--- src/stb_pkg.sv ---
// ----------------------------------------------------------------------------
// stb_pkg
// Shared widths, types and saturation helper for the sphere-to-box transform.
// ----------------------------------------------------------------------------
package stb_pkg;

    localparam int FRAC_BITS  = 16;
    localparam int DATA_W     = 32;
    localparam int RAD_W      = 31;
    localparam int PROD_W     = 2 * DATA_W;
    localparam int SUM_W      = PROD_W + 1;
    localparam int WIDE_W     = SUM_W + 1;
    localparam int ROOT_W     = DATA_W;
    localparam int RPROD_W    = RAD_W + ROOT_W;
    localparam int SQ_STAGES  = 16;
    localparam int SQ_STEPS   = ROOT_W / SQ_STAGES;
    localparam int REM_W      = ROOT_W + 2;
    localparam int TRY_W      = REM_W + 2;
    localparam int XF_STAGES  = 3;
    localparam int BOX_STAGES = 3;
    localparam int NUM_STAGES = 1 + XF_STAGES + SQ_STAGES + BOX_STAGES;
    localparam int ADDR_W     = 4;

    localparam logic [1:0] REG_CENTER_X = 2'd0;
    localparam logic [1:0] REG_CENTER_Y = 2'd1;
    localparam logic [1:0] REG_CENTER_Z = 2'd2;
    localparam logic [1:0] REG_RADIUS   = 2'd3;

    typedef logic signed [DATA_W-1:0] t_s32;
    typedef logic [RAD_W-1:0]         t_rad;
    typedef t_s32 [2:0]               t_vec3;
    typedef t_s32 [3:0]               t_row;
    typedef t_row [2:0]               t_mat;

    typedef struct packed {
        t_vec3 centre;
        t_rad  radius;
        t_vec3 box_min;
        t_vec3 box_max;
    } t_result;

    localparam t_rad RADIUS_RESET = t_rad'(1) << FRAC_BITS;

    function automatic t_s32 sat_s32(input logic signed [WIDE_W-1:0] v);
        logic [WIDE_W-DATA_W:0] top_bits;
        top_bits = v[WIDE_W-1:DATA_W-1];
        if ((&top_bits) || !(|top_bits)) begin
            sat_s32 = v[DATA_W-1:0];
        end else if (v[WIDE_W-1]) begin
            sat_s32 = {1'b1, {(DATA_W-1){1'b0}}};
        end else begin
            sat_s32 = {1'b0, {(DATA_W-1){1'b1}}};
        end
    endfunction

endpackage

--- src/stb_box.sv ---
// ----------------------------------------------------------------------------
// stb_box
// Radius scaling by the column length, radius saturation, and box corners.
// ----------------------------------------------------------------------------
module stb_box (
    input  logic                          i_clk,
    input  logic                          i_en,
    input  logic [stb_pkg::ROOT_W-1:0]    i_root,
    input  stb_pkg::t_vec3                i_centre,
    input  stb_pkg::t_rad                 i_radius,
    output stb_pkg::t_result              o_res
);
    import stb_pkg::*;

    logic [RPROD_W-1:0] n_rprod;
    logic [RPROD_W-1:0] r_rprod;
    t_vec3              r_c1;
    logic [RPROD_W-1:0] w_scaled;
    t_rad               n_rad;
    t_rad               r_rad2;
    t_vec3              r_c2;
    t_result            n_res;
    t_result            r_res;

    assign n_rprod  = i_radius * i_root;
    assign w_scaled = r_rprod >> FRAC_BITS;
    assign n_rad    = (|w_scaled[RPROD_W-1:RAD_W]) ? '1 : w_scaled[RAD_W-1:0];

    always_comb begin
        logic signed [WIDE_W-1:0] v_c;
        logic signed [WIDE_W-1:0] v_r;
        n_res.centre = r_c2;
        n_res.radius = r_rad2;
        v_r          = WIDE_W'(r_rad2);
        for (int i = 0; i < 3; i++) begin
            v_c              = WIDE_W'($signed(r_c2[i]));
            n_res.box_min[i] = sat_s32(v_c - v_r);
            n_res.box_max[i] = sat_s32(v_c + v_r);
        end
    end

    always_ff @(posedge i_clk) begin
        if (i_en) begin
            r_rprod <= n_rprod;
            r_c1    <= i_centre;
            r_rad2  <= n_rad;
            r_c2    <= r_c1;
            r_res   <= n_res;
        end
    end

    assign o_res = r_res;

endmodule

--- config.mk ---
export PLATFORM = sky130hd
export DESIGN_NAME = stb_box
export DESIGN_NICKNAME = d
export VERILOG_FILES = /design/src/stb_pkg.sv /design/src/stb_box.sv
export SDC_FILE = /design/constraint.sdc
export NUM_CORES = 2
export LEC_CHECK = 0
export BUFFER_PORTS_ARGS = -buffer_cell sky130_fd_sc_hd__buf_2
export CAP_MARGIN = 30
export CORE_ASPECT_RATIO = 0.7
export CORE_MARGIN = 2
export CORE_UTILIZATION = 63
export DETAILED_ROUTE_END_ITERATION = 16
export PLACE_DENSITY = 0.86
export SYNTH_ARGS = -nofsm -noshare
export SYNTH_HDL_FRONTEND = slang
export SYNTH_SLANG_ARGS = --single-unit
--- constraint.sdc ---
create_clock -name i_clk -period 9.4 [get_ports i_clk]
set_input_delay 0.94 -clock i_clk [delete_from_list [all_inputs] [get_ports i_clk]]
set_output_delay 0.94 -clock i_clk [all_outputs]
set_load 0.01 [all_outputs]
==> results by group <==
GRT
  – First-pass GRT wire length: 279 mm
  – Initial antenna violation count: 8
  – GRT overflow: 0
  – Busiest layer in global routing: met1
  – GR Layer Usage met2: 53.1%
  – Pin count of the biggest net entering global routing: 178
  – Grt met3 use: 13.2%
  – Met1 GRT Util: 53.7%
  – Total track usage: 37.6%
  – Vias in the first global route: 46600

Floorplan
  – Core box area: 95800 um2
  – Die area: 99000 um2
  – Die outline height: 264 um
  – Initial Utilization: 63.4%
  – Die W: 375 um
  – FP Rows: 95
  – IO Pins: 480

Layout
  – Layout cells sized above 1: 11.7%
  – Synthesis-to-layout area growth: 8.37%
  – Final nets: 7617

Yosys
  – Seq/Total Area, Yosys: 29.1%
  – Cell count after synthesis: 5839
  – Ys flop type: edfxtp_1
  – Fraction of registers with async set/reset: 0%
  – Yosys reg bits: 589
  – Most numerous cell in the Yosys netlist: inv_1
  – Synth area leader: edfxtp_1
  – Post-Syn Nets: 7310
  – Top cell type's share of synthesized area: 29.1%
  – Unique cell type count in the Yosys netlist: 98
  – Synth top area cells: edfxtp_1 (29%), fa_1 (29%), ha_1 (9.0%)
  – Mapped Avg Cell Area: 10.4 um2
  – Post-Syn Area: 60800 um2
  – Commonest cells in the netlist: inv_1 (989), fa_1 (871), nand2_1 (629)
  – Number of flops mapped to enable cells by yosys: 589
  – Syn. warnings: 0

Hold path
  – Hold crit path type: flip-flop to flip-flop
  – Min-delay src: r_c1[15]$_DFFE_PP_

Critical path
  – Crit-path slowest cell: fa_1
  – Worst path arrival time: 8.69 ns
  – Critical path class: input pin to flip-flop
  – Critical Path Most Common Cell: fa_1
  – Slowest stage delay, CP: 0.55 ns
  – Critical Path Fanout Max: 23
  – WP data required: 9.75 ns
  – Crit end category: flip-flop
  – R2r startpoint: r_rad2[14]$_SDFFCE_PP1P_
  – Setup crit start kind: input pin
  – Critical Path Source: i_radius[11]

Drt
  – Vias/cell: 6.11
  – Via count: 45500
  – DRT antenna net count: 0
  – Drt pass-1 iters: 7
  – Overall routed net length: 184 mm
  – Detailed Route Iter0 Violations: 5641
  – Drt wl/cell: 24.7 um
  – Remaining DRCs: 0

Timing
  – Fin crit period: 8.34 ns
  – Setup violators final: 0
  – Slew HR: 21.8%
  – Worst slew pin tran: 1.17 ns
  – Final Slew Violations: 0
  – RSZ-0062 raised after global routing: false
  – Fin crit share: 88.8%
  – Final Skew: 0.0349 ns
  – Final hold vios: 0
  – Total Negative Setup Slacks: 0 ns
  – Fmax: 120 MHz

Clocking
  – Hold-fix buffer count after cts: 0
  – Longest Clk Path Bufs: 3
  – CTS resizes: 0
  – H-tree lvl count: 2
  – Clock root cell: clkbuf_16
  – Inserted Clock Buffers: 52
  – Reg clk slew, reported paths: 0.07 ns
  – # clock sinks: 589
  – Clk Latency, worst-skew pair: 0.63 ns
  – Post-CTS Setup Inserts: 0
  – CTS tree: built

Placement
  – Port bufs: 479
  – RePlAce Congestion: 1.05
  – Post-DP HPWL: 145 mm

Status
  – Status: complete, no violations

Flow run
  – Max Cap Viol: 0
-- final cells by class --
| type | count | area [um2] |
|---|---|---|
| clock buffers | 59 | 1350 |
| well taps | 1261 | 1580 |
| repair buffers | 554 | 3030 |
| clock inverters | 35 | 368 |
| multi-input cells | 3959 | 38100 |
| diodes | 2 | 5.00 |
| inverters | 990 | 3720 |
| flip-flops and latches | 589 | 17700 |
| fillers | 7024 | 29900 |
-- critical path, delay by kind of cell --
kind,cells,cell delay [ns]
buf+inv,6,1.07
fa+ha+maj,9,4.44
simple gates,4,0.69
compound gates,6,1.39
xor+xnor,1,0.15
-- per-layer routing --
layer	vias to the layer above	part of all wire, %
met1	22600	40
li1	19300	-
met2	3084	41
met5	-	0.11
met4	6	4.5
met3	538	14
-- per-stage QoR --
stage / cells / setup WS (ns) / cell area (um2) / hold slack, ns / util [%]
after global routing: 7448 / 0.745 / 65900 / 0.423 / 68.7
after floorplan: 5839 / 1.38 / 60800 / 0.400 / -
after detailed placement: 7353 / 0.591 / 64100 / 0.405 / 66.9
final: 7449 / 1.06 / 65900 / 0.416 / 68.7
after global placement: 7351 / 0.776 / 64100 / 0.401 / 66.9
after CTS: 7447 / 1.26 / 65900 / 0.419 / 68.7
-- final timing paths --
check	endpoint	slack (ns)	depth (start not counted)
setup / recovery	r_rprod[50]$_DFFE_PP_	1.06	26
hold / removal	n_res[238]$_DFFE_PP_	0.42	0
setup reg to reg	o_res[15]$_DFFE_PP_	3.96	10
hold reg to reg	n_res[238]$_DFFE_PP_	0.42	0
-- layout by cell type, fill, tap and decap left out, types with 35 or more instances in the layout --
cell type / instances
fa_1: 871
a21oi_1: 248
o21ai_0: 174
o21bai_1: 45
nand2_1: 629
and2_1: 508
clkbuf_16: 53
or2_2: 39
ha_1: 439
xor2_1: 45
nor3_1: 64
buf_4: 70
nand3_1: 37
edfxtp_1: 589
xnor2_1: 159
nor2b_1: 35
buf_2: 479
nand2b_1: 35
nor2_1: 196
inv_1: 989
a21o_1: 68
-- sequential cells by signal, summed over array words and instances (netlist names) --
name	flops
o_res	319
r_rprod	47
n_res	96
r_c1	96
r_rad2	31
-- kinds of logic (layout without fill, tap and decap cells) --
kind of cell | Yosys count | count (layout) | synth area share, %
other cells | 0 | 2 | 0
compound gates | 791 | 791 | 8.46
flops | 589 | 589 | 29.1
simple gates | 1646 | 1646 | 13.5
xor+xnor | 204 | 204 | 2.94
fa+ha+maj | 1314 | 1314 | 37.8
buf+inv | 1291 | 1638 | 8.16
mux | 4 | 4 | 0.0679
Power is left out: the tool's default activity adds up to more than one toggle a clock period on the data nets, which glitch-free logic cannot reach.
