`src/stb_pkg.sv`:
```
// ----------------------------------------------------------------------------
// stb_pkg
// Shared widths, types and saturation helper for the sphere-to-box transform.
// ----------------------------------------------------------------------------
package stb_pkg;

    localparam int FRAC_BITS  = 16;
    localparam int DATA_W     = 32;
    localparam int RAD_W      = 31;
    localparam int PROD_W     = 2 * DATA_W;
    localparam int SUM_W      = PROD_W + 1;
    localparam int WIDE_W     = SUM_W + 1;
    localparam int ROOT_W     = DATA_W;
    localparam int RPROD_W    = RAD_W + ROOT_W;
    localparam int SQ_STAGES  = 16;
    localparam int SQ_STEPS   = ROOT_W / SQ_STAGES;
    localparam int REM_W      = ROOT_W + 2;
    localparam int TRY_W      = REM_W + 2;
    localparam int XF_STAGES  = 3;
    localparam int BOX_STAGES = 3;
    localparam int NUM_STAGES = 1 + XF_STAGES + SQ_STAGES + BOX_STAGES;
    localparam int ADDR_W     = 4;

    localparam logic [1:0] REG_CENTER_X = 2'd0;
    localparam logic [1:0] REG_CENTER_Y = 2'd1;
    localparam logic [1:0] REG_CENTER_Z = 2'd2;
    localparam logic [1:0] REG_RADIUS   = 2'd3;

    typedef logic signed [DATA_W-1:0] t_s32;
    typedef logic [RAD_W-1:0]         t_rad;
    typedef t_s32 [2:0]               t_vec3;
    typedef t_s32 [3:0]               t_row;
    typedef t_row [2:0]               t_mat;

    typedef struct packed {
        t_vec3 centre;
        t_rad  radius;
        t_vec3 box_min;
        t_vec3 box_max;
    } t_result;

    localparam t_rad RADIUS_RESET = t_rad'(1) << FRAC_BITS;

    function automatic t_s32 sat_s32(input logic signed [WIDE_W-1:0] v);
        logic [WIDE_W-DATA_W:0] top_bits;
        top_bits = v[WIDE_W-1:DATA_W-1];
        if ((&top_bits) || !(|top_bits)) begin
            sat_s32 = v[DATA_W-1:0];
        end else if (v[WIDE_W-1]) begin
            sat_s32 = {1'b1, {(DATA_W-1){1'b0}}};
        end else begin
            sat_s32 = {1'b0, {(DATA_W-1){1'b1}}};
        end
    endfunction

endpackage

```
`src/stb_isqrt.sv`:
```
// ----------------------------------------------------------------------------
// stb_isqrt
// Pipelined integer square root, a fixed number of root bits per stage, with
// the centre carried alongside.
// ----------------------------------------------------------------------------
module stb_isqrt (
    input  logic                          i_clk,
    input  logic                          i_en,
    input  logic [stb_pkg::PROD_W-1:0]    i_sq,
    input  stb_pkg::t_vec3                i_centre,
    output logic [stb_pkg::ROOT_W-1:0]    o_root,
    output stb_pkg::t_vec3                o_centre
);
    import stb_pkg::*;

    logic [PROD_W-1:0] w_rad [SQ_STAGES];
    logic [REM_W-1:0]  w_rem [SQ_STAGES];
    logic [ROOT_W-1:0] w_q   [SQ_STAGES];
    t_vec3             w_cen [SQ_STAGES];
    logic [PROD_W-1:0] n_rad [SQ_STAGES];
    logic [REM_W-1:0]  n_rem [SQ_STAGES];
    logic [ROOT_W-1:0] n_q   [SQ_STAGES];
    logic [PROD_W-1:0] r_rad [SQ_STAGES];
    logic [REM_W-1:0]  r_rem [SQ_STAGES];
    logic [ROOT_W-1:0] r_q   [SQ_STAGES];
    t_vec3             r_cen [SQ_STAGES];

    always_comb begin
        w_rad[0] = i_sq;
        w_rem[0] = '0;
        w_q[0]   = '0;
        w_cen[0] = i_centre;
        for (int k = 1; k < SQ_STAGES; k++) begin
            w_rad[k] = r_rad[k-1];
            w_rem[k] = r_rem[k-1];
            w_q[k]   = r_q[k-1];
            w_cen[k] = r_cen[k-1];
        end
    end

    always_comb begin
        logic [PROD_W-1:0] v_rad;
        logic [REM_W-1:0]  v_rem;
        logic [ROOT_W-1:0] v_q;
        logic [TRY_W-1:0]  v_try;
        logic [TRY_W-1:0]  v_trial;
        for (int k = 0; k < SQ_STAGES; k++) begin
            v_rad = w_rad[k];
            v_rem = w_rem[k];
            v_q   = w_q[k];
            for (int s = 0; s < SQ_STEPS; s++) begin
                v_try   = {v_rem, v_rad[PROD_W-1 -: 2]};
                v_trial = {2'b00, v_q, 2'b01};
                if (v_try >= v_trial) begin
                    v_rem = REM_W'(v_try - v_trial);
                    v_q   = {v_q[ROOT_W-2:0], 1'b1};
                end else begin
                    v_rem = REM_W'(v_try);
                    v_q   = {v_q[ROOT_W-2:0], 1'b0};
                end
                v_rad = {v_rad[PROD_W-3:0], 2'b00};
            end
            n_rad[k] = v_rad;
            n_rem[k] = v_rem;
            n_q[k]   = v_q;
        end
    end

    always_ff @(posedge i_clk) begin
        if (i_en) begin
            for (int k = 0; k < SQ_STAGES; k++) begin
                r_rad[k] <= n_rad[k];
                r_rem[k] <= n_rem[k];
                r_q[k]   <= n_q[k];
                r_cen[k] <= w_cen[k];
            end
        end
    end

    assign o_root   = r_q[SQ_STAGES-1];
    assign o_centre = r_cen[SQ_STAGES-1];

endmodule

```
`config.mk`:
```
export PLATFORM = sky130hd
export DESIGN_NAME = stb_isqrt
export DESIGN_NICKNAME = d
export VERILOG_FILES = /design/src/stb_pkg.sv /design/src/stb_isqrt.sv
export SDC_FILE = /design/constraint.sdc
export NUM_CORES = 2
export LEC_CHECK = 0
export BUFFER_PORTS_ARGS = -buffer_cell sky130_fd_sc_hd__buf_2
export CAP_MARGIN = 40
export CORE_MARGIN = 10
export CORE_UTILIZATION = 57
export DETAILED_ROUTE_END_ITERATION = 12
export GPL_ROUTABILITY_DRIVEN = 0
export GPL_TIMING_DRIVEN = 0
export PLACE_DENSITY_LB_ADDON = 0.05
export SYNTH_ARGS = -nofsm -noshare
export SYNTH_HDL_FRONTEND = slang
export SYNTH_SLANG_ARGS = --single-unit
```
`constraint.sdc`:
```
create_clock -name i_clk -period 5.5 [get_ports i_clk]
set_input_delay 1.375 -clock i_clk [delete_from_list [all_inputs] [get_ports i_clk]]
set_output_delay 1.375 -clock i_clk [all_outputs]
set_load 0.005 [all_outputs]
```
==> flow_summary.ini <==
[sta]
final-setup-viol-count = 33
finalMaxSlewViolations = 0
relSlewSlack_pct = 32.3
fin_crit_ps = 5630
worst_slew_pin_slew_ps = 1020
setup_ws_ps = -132
clock.fmax_mhz = 178
hold_violations = 0
finalCritPeriodShare_pct = 102
rsz0062_at_grt = true
finClkSkew_ps = 68.6

[global_routing]
grt_max_degree = 193
grt.busiest_layer = met2
met1_usage_pct = 28.6
met3_usage_pct = 3.79
grt_pass1_vias = 76613
grt_use_met2_pct = 33.6
antenna_found_initial = 3
grt-ovfl-total = 0
grt_first_pass_wirelength_microns = 412000
grt_usage_pct = 20.9

[synth]
yosys.area_share.simple_pct = 9.88
yosysMostFrequentCell = edfxtp_1
seq_area_frac_synth_pct = 65.5
synth_compound_area_share_pct = 9.83
synth_top_family_by_area = simple AND/OR/NAND/NOR gates
synth_fa_ha_area_share_pct = 5.48
async_flop_share_pct = 0
ys.flop_type = edfxtp_1
synth_top_area_share_pct = 65.5
syn_inst = 9481
synth_area_leaders = edfxtp_1, ha_1, xnor2_1, a21oi_1, xor2_1
yosysUniqueCellTypes = 111
synth_edf_count = 2775
yosysTopAreaCell = edfxtp_1
synth_area_sq_um = 127000
synthXorXnorAreaFrac_pct = 5.43
synthTopCellsByCount = edfxtp_1, nand2_1, nor2_1
synth_seq_cells = 2775
syn_area_per_cell_sq_um = 13.4
muxShareOfSynthArea_pct = 1.34
yosysWarnings = 0

[power]
power.density_nw_per_um2 = 454
ir_drop_mv = 0.329
power_uw = 69200
p_leak_uw = 0.0569

[critical_path]
r2r_start = r_q[1][0]
worst_ep_required_time_ps = 6080
critPathKind = register to register
cpPeakStageDelay_ps = 450
worstSetupEndpointType = register
worstSetupStartpointType = register
cp.arrival_ps = 6210
slowest_stage = edfxtp_1
crit_start = r_q[1][0]
path_cells = inv_2 -> ha_4 -> nor2b_4 -> o31a_1 -> o41a_1 -> o311ai_4 -> nand3_4 -> inv_6 -> clkbuf_16 -> nor2_4 -> nor2_4 -> ha_4 -> a21o_1 -> a21o_1 -> a211o_1 -> a221oi_2 -> nor2b_1 -> a211oi_2 -> or3b_1 -> and4_4 -> or3b_4 -> o32ai_4 -> xor2_1
crit_path_max_fanout = 7

[route]
viasPerCell = 5.81
drt-initial-drc-count = 7097
via_count = 79798
antenna_left = 0
drc = 0
routedWlPerCell_microns = 19.7
drt-total-wl_microns = 270000
dr.pass1.iters = 8

[layout]
multi_input_area_sq_um = 46300
drive_gt1_share_pct = 23.0
ff_latch_area_sq_um = 83300
fillerInstances = 15260
area.growth.synth_to_final_pct = 19.6
fin_nets = 11269

[clock_tree]
cts-buffers-inserted = 298
htreeDepth = 5
cts_root_buffer = clkbuf_16
ctsLongestPathBuffers = 4
cts_sinks = 2775
cts.reportedPaths.clkPinSlew_ps = 60
cts_tree = built
clkLatencyLatePin_ps = 900
hold_buffers = 0

[floorplanning]
initial_utilization_pct = 57.3
core_sq_um = 222000
die_y_microns = 493
ios = 290
die_area_sq_um = 243000
die_w_microns = 493
placementRows = 173

[hold_path]
hold_class = register to register
min-delay-start = r_cen[0][419]

[outcome]
status = complete, but fails checks
failed_checks = negative setup slack

[flow_run]
maxCapViolations = 0

[placement]
dp.final_hpwl_microns = 183000
pre_cts_ws_ps = -2450
io_buffers = 289
sequential cells by signal, summed over array words and instances (netlist names):
register and flops:
r_q 272, r_rem 487, r_cen 1536, r_rad 480
through the flow:
step	area (sq um)	util, %	std cells	setup TNS [ps]	hold WS [ps]
6_report	152000	68.5	13731	-1280	362
2_1_floorplan	127000	-	9483	0	400
5_1_grt	152000	68.5	13731	-10370	369
3_5_place_dp	133000	59.9	12770	-594810	405
4_1_cts	147000	66.3	13509	-2280	356
3_3_place_gp	133000	59.6	12747	-	400
placed cells by master, fill, tap and decap left out, types with 59 or more instances in the layout:
master and instances:
inv_1 387, nor2b_1 78, xor2_1 304, nor4_1 78
o21a_1 78, nor3_1 157, nand2b_1 85, buf_2 303
mux2_2 117, ha_1 367, clkinv_1 59, a21oi_2 81
clkbuf_1 99, nand3_1 148, a31oi_1 69, o21ai_0 263
nand4_1 127, ha_4 133, a21oi_1 492, buf_4 583
o21ai_1 73, nor2_1 551, a21o_1 289, nand2_1 597
clkbuf_16 320, o21bai_1 66, inv_2 64, edfxtp_1 2775
xnor2_1 472
report_power, final:
| group | internal, uW | total, uW | switching [uW] |
|---|---|---|---|
| Combinational | 10200 | 23100 | 13000 |
| Clock | 10800 | 18400 | 7570 |
| Sequential | 26300 | 27700 | 1340 |
| Total | 47300 | 69200 | 21900 |
critical path, delay by kind of cell (launching register included):
family          cells  cell delay, ps
fa+ha+maj           2             430
flops               1             450
xor+xnor            1             160
buf+inv             3             460
simple gates        8            1330
compound gates      9            2490
layer usage:
layer | routed length, microns | share of wire, %
met1 | 116000 | 43
met2 | 127000 | 47
met3 | 16500 | 6.1
met4 | 9530 | 3.5
met5 | 248 | 0.092
worst paths after layout:
| path | endpoint | slack [ps] | cells after the start |
|---|---|---|---|
| hold reg to reg | r_cen[0][515] | 360 | 0 |
| setup / recovery | r_rem[1][61] | -130 | 23 |
| hold / removal | r_cen[0][515] | 360 | 0 |
| setup reg to reg | r_rem[1][61] | -130 | 23 |
cell type report:
| type | count | area share (%) |
|---|---|---|
| Antenna cell | 1 | 0.00164 |
| Buffer | 238 | 1.36 |
| Tap cell | 2975 | 2.44 |
| Clock buffer | 369 | 5.20 |
| Sequential cell | 2775 | 54.7 |
| Inverter | 462 | 1.17 |
| Timing Repair Buffer | 827 | 4.03 |
| Clock inverter | 137 | 0.688 |
| Multi-Input combinational cell | 5947 | 30.4 |
kinds of logic (layout without fill, tap and decap cells):
| kind of cell | after synthesis | in the layout |
|---|---|---|
| AOI/OAI and AO/OA | 1961 | 1961 |
| xor gates and xnor gates | 788 | 788 |
| adders and majority gates | 558 | 558 |
| buffers and inverters | 761 | 2033 |
| DFF | 2775 | 2775 |
| muxes | 155 | 155 |
| other | 1 | 4 |
| and+or+nand+nor | 2482 | 2482 |
repair_timing:
action                     CTS  global route
gates cloned                 5             5
pin swaps                  187           337
setup endpoints to repair  421           438
buffers inserted           267           242
gates resized for setup    781           774
(Power assumes the default switching activity.)
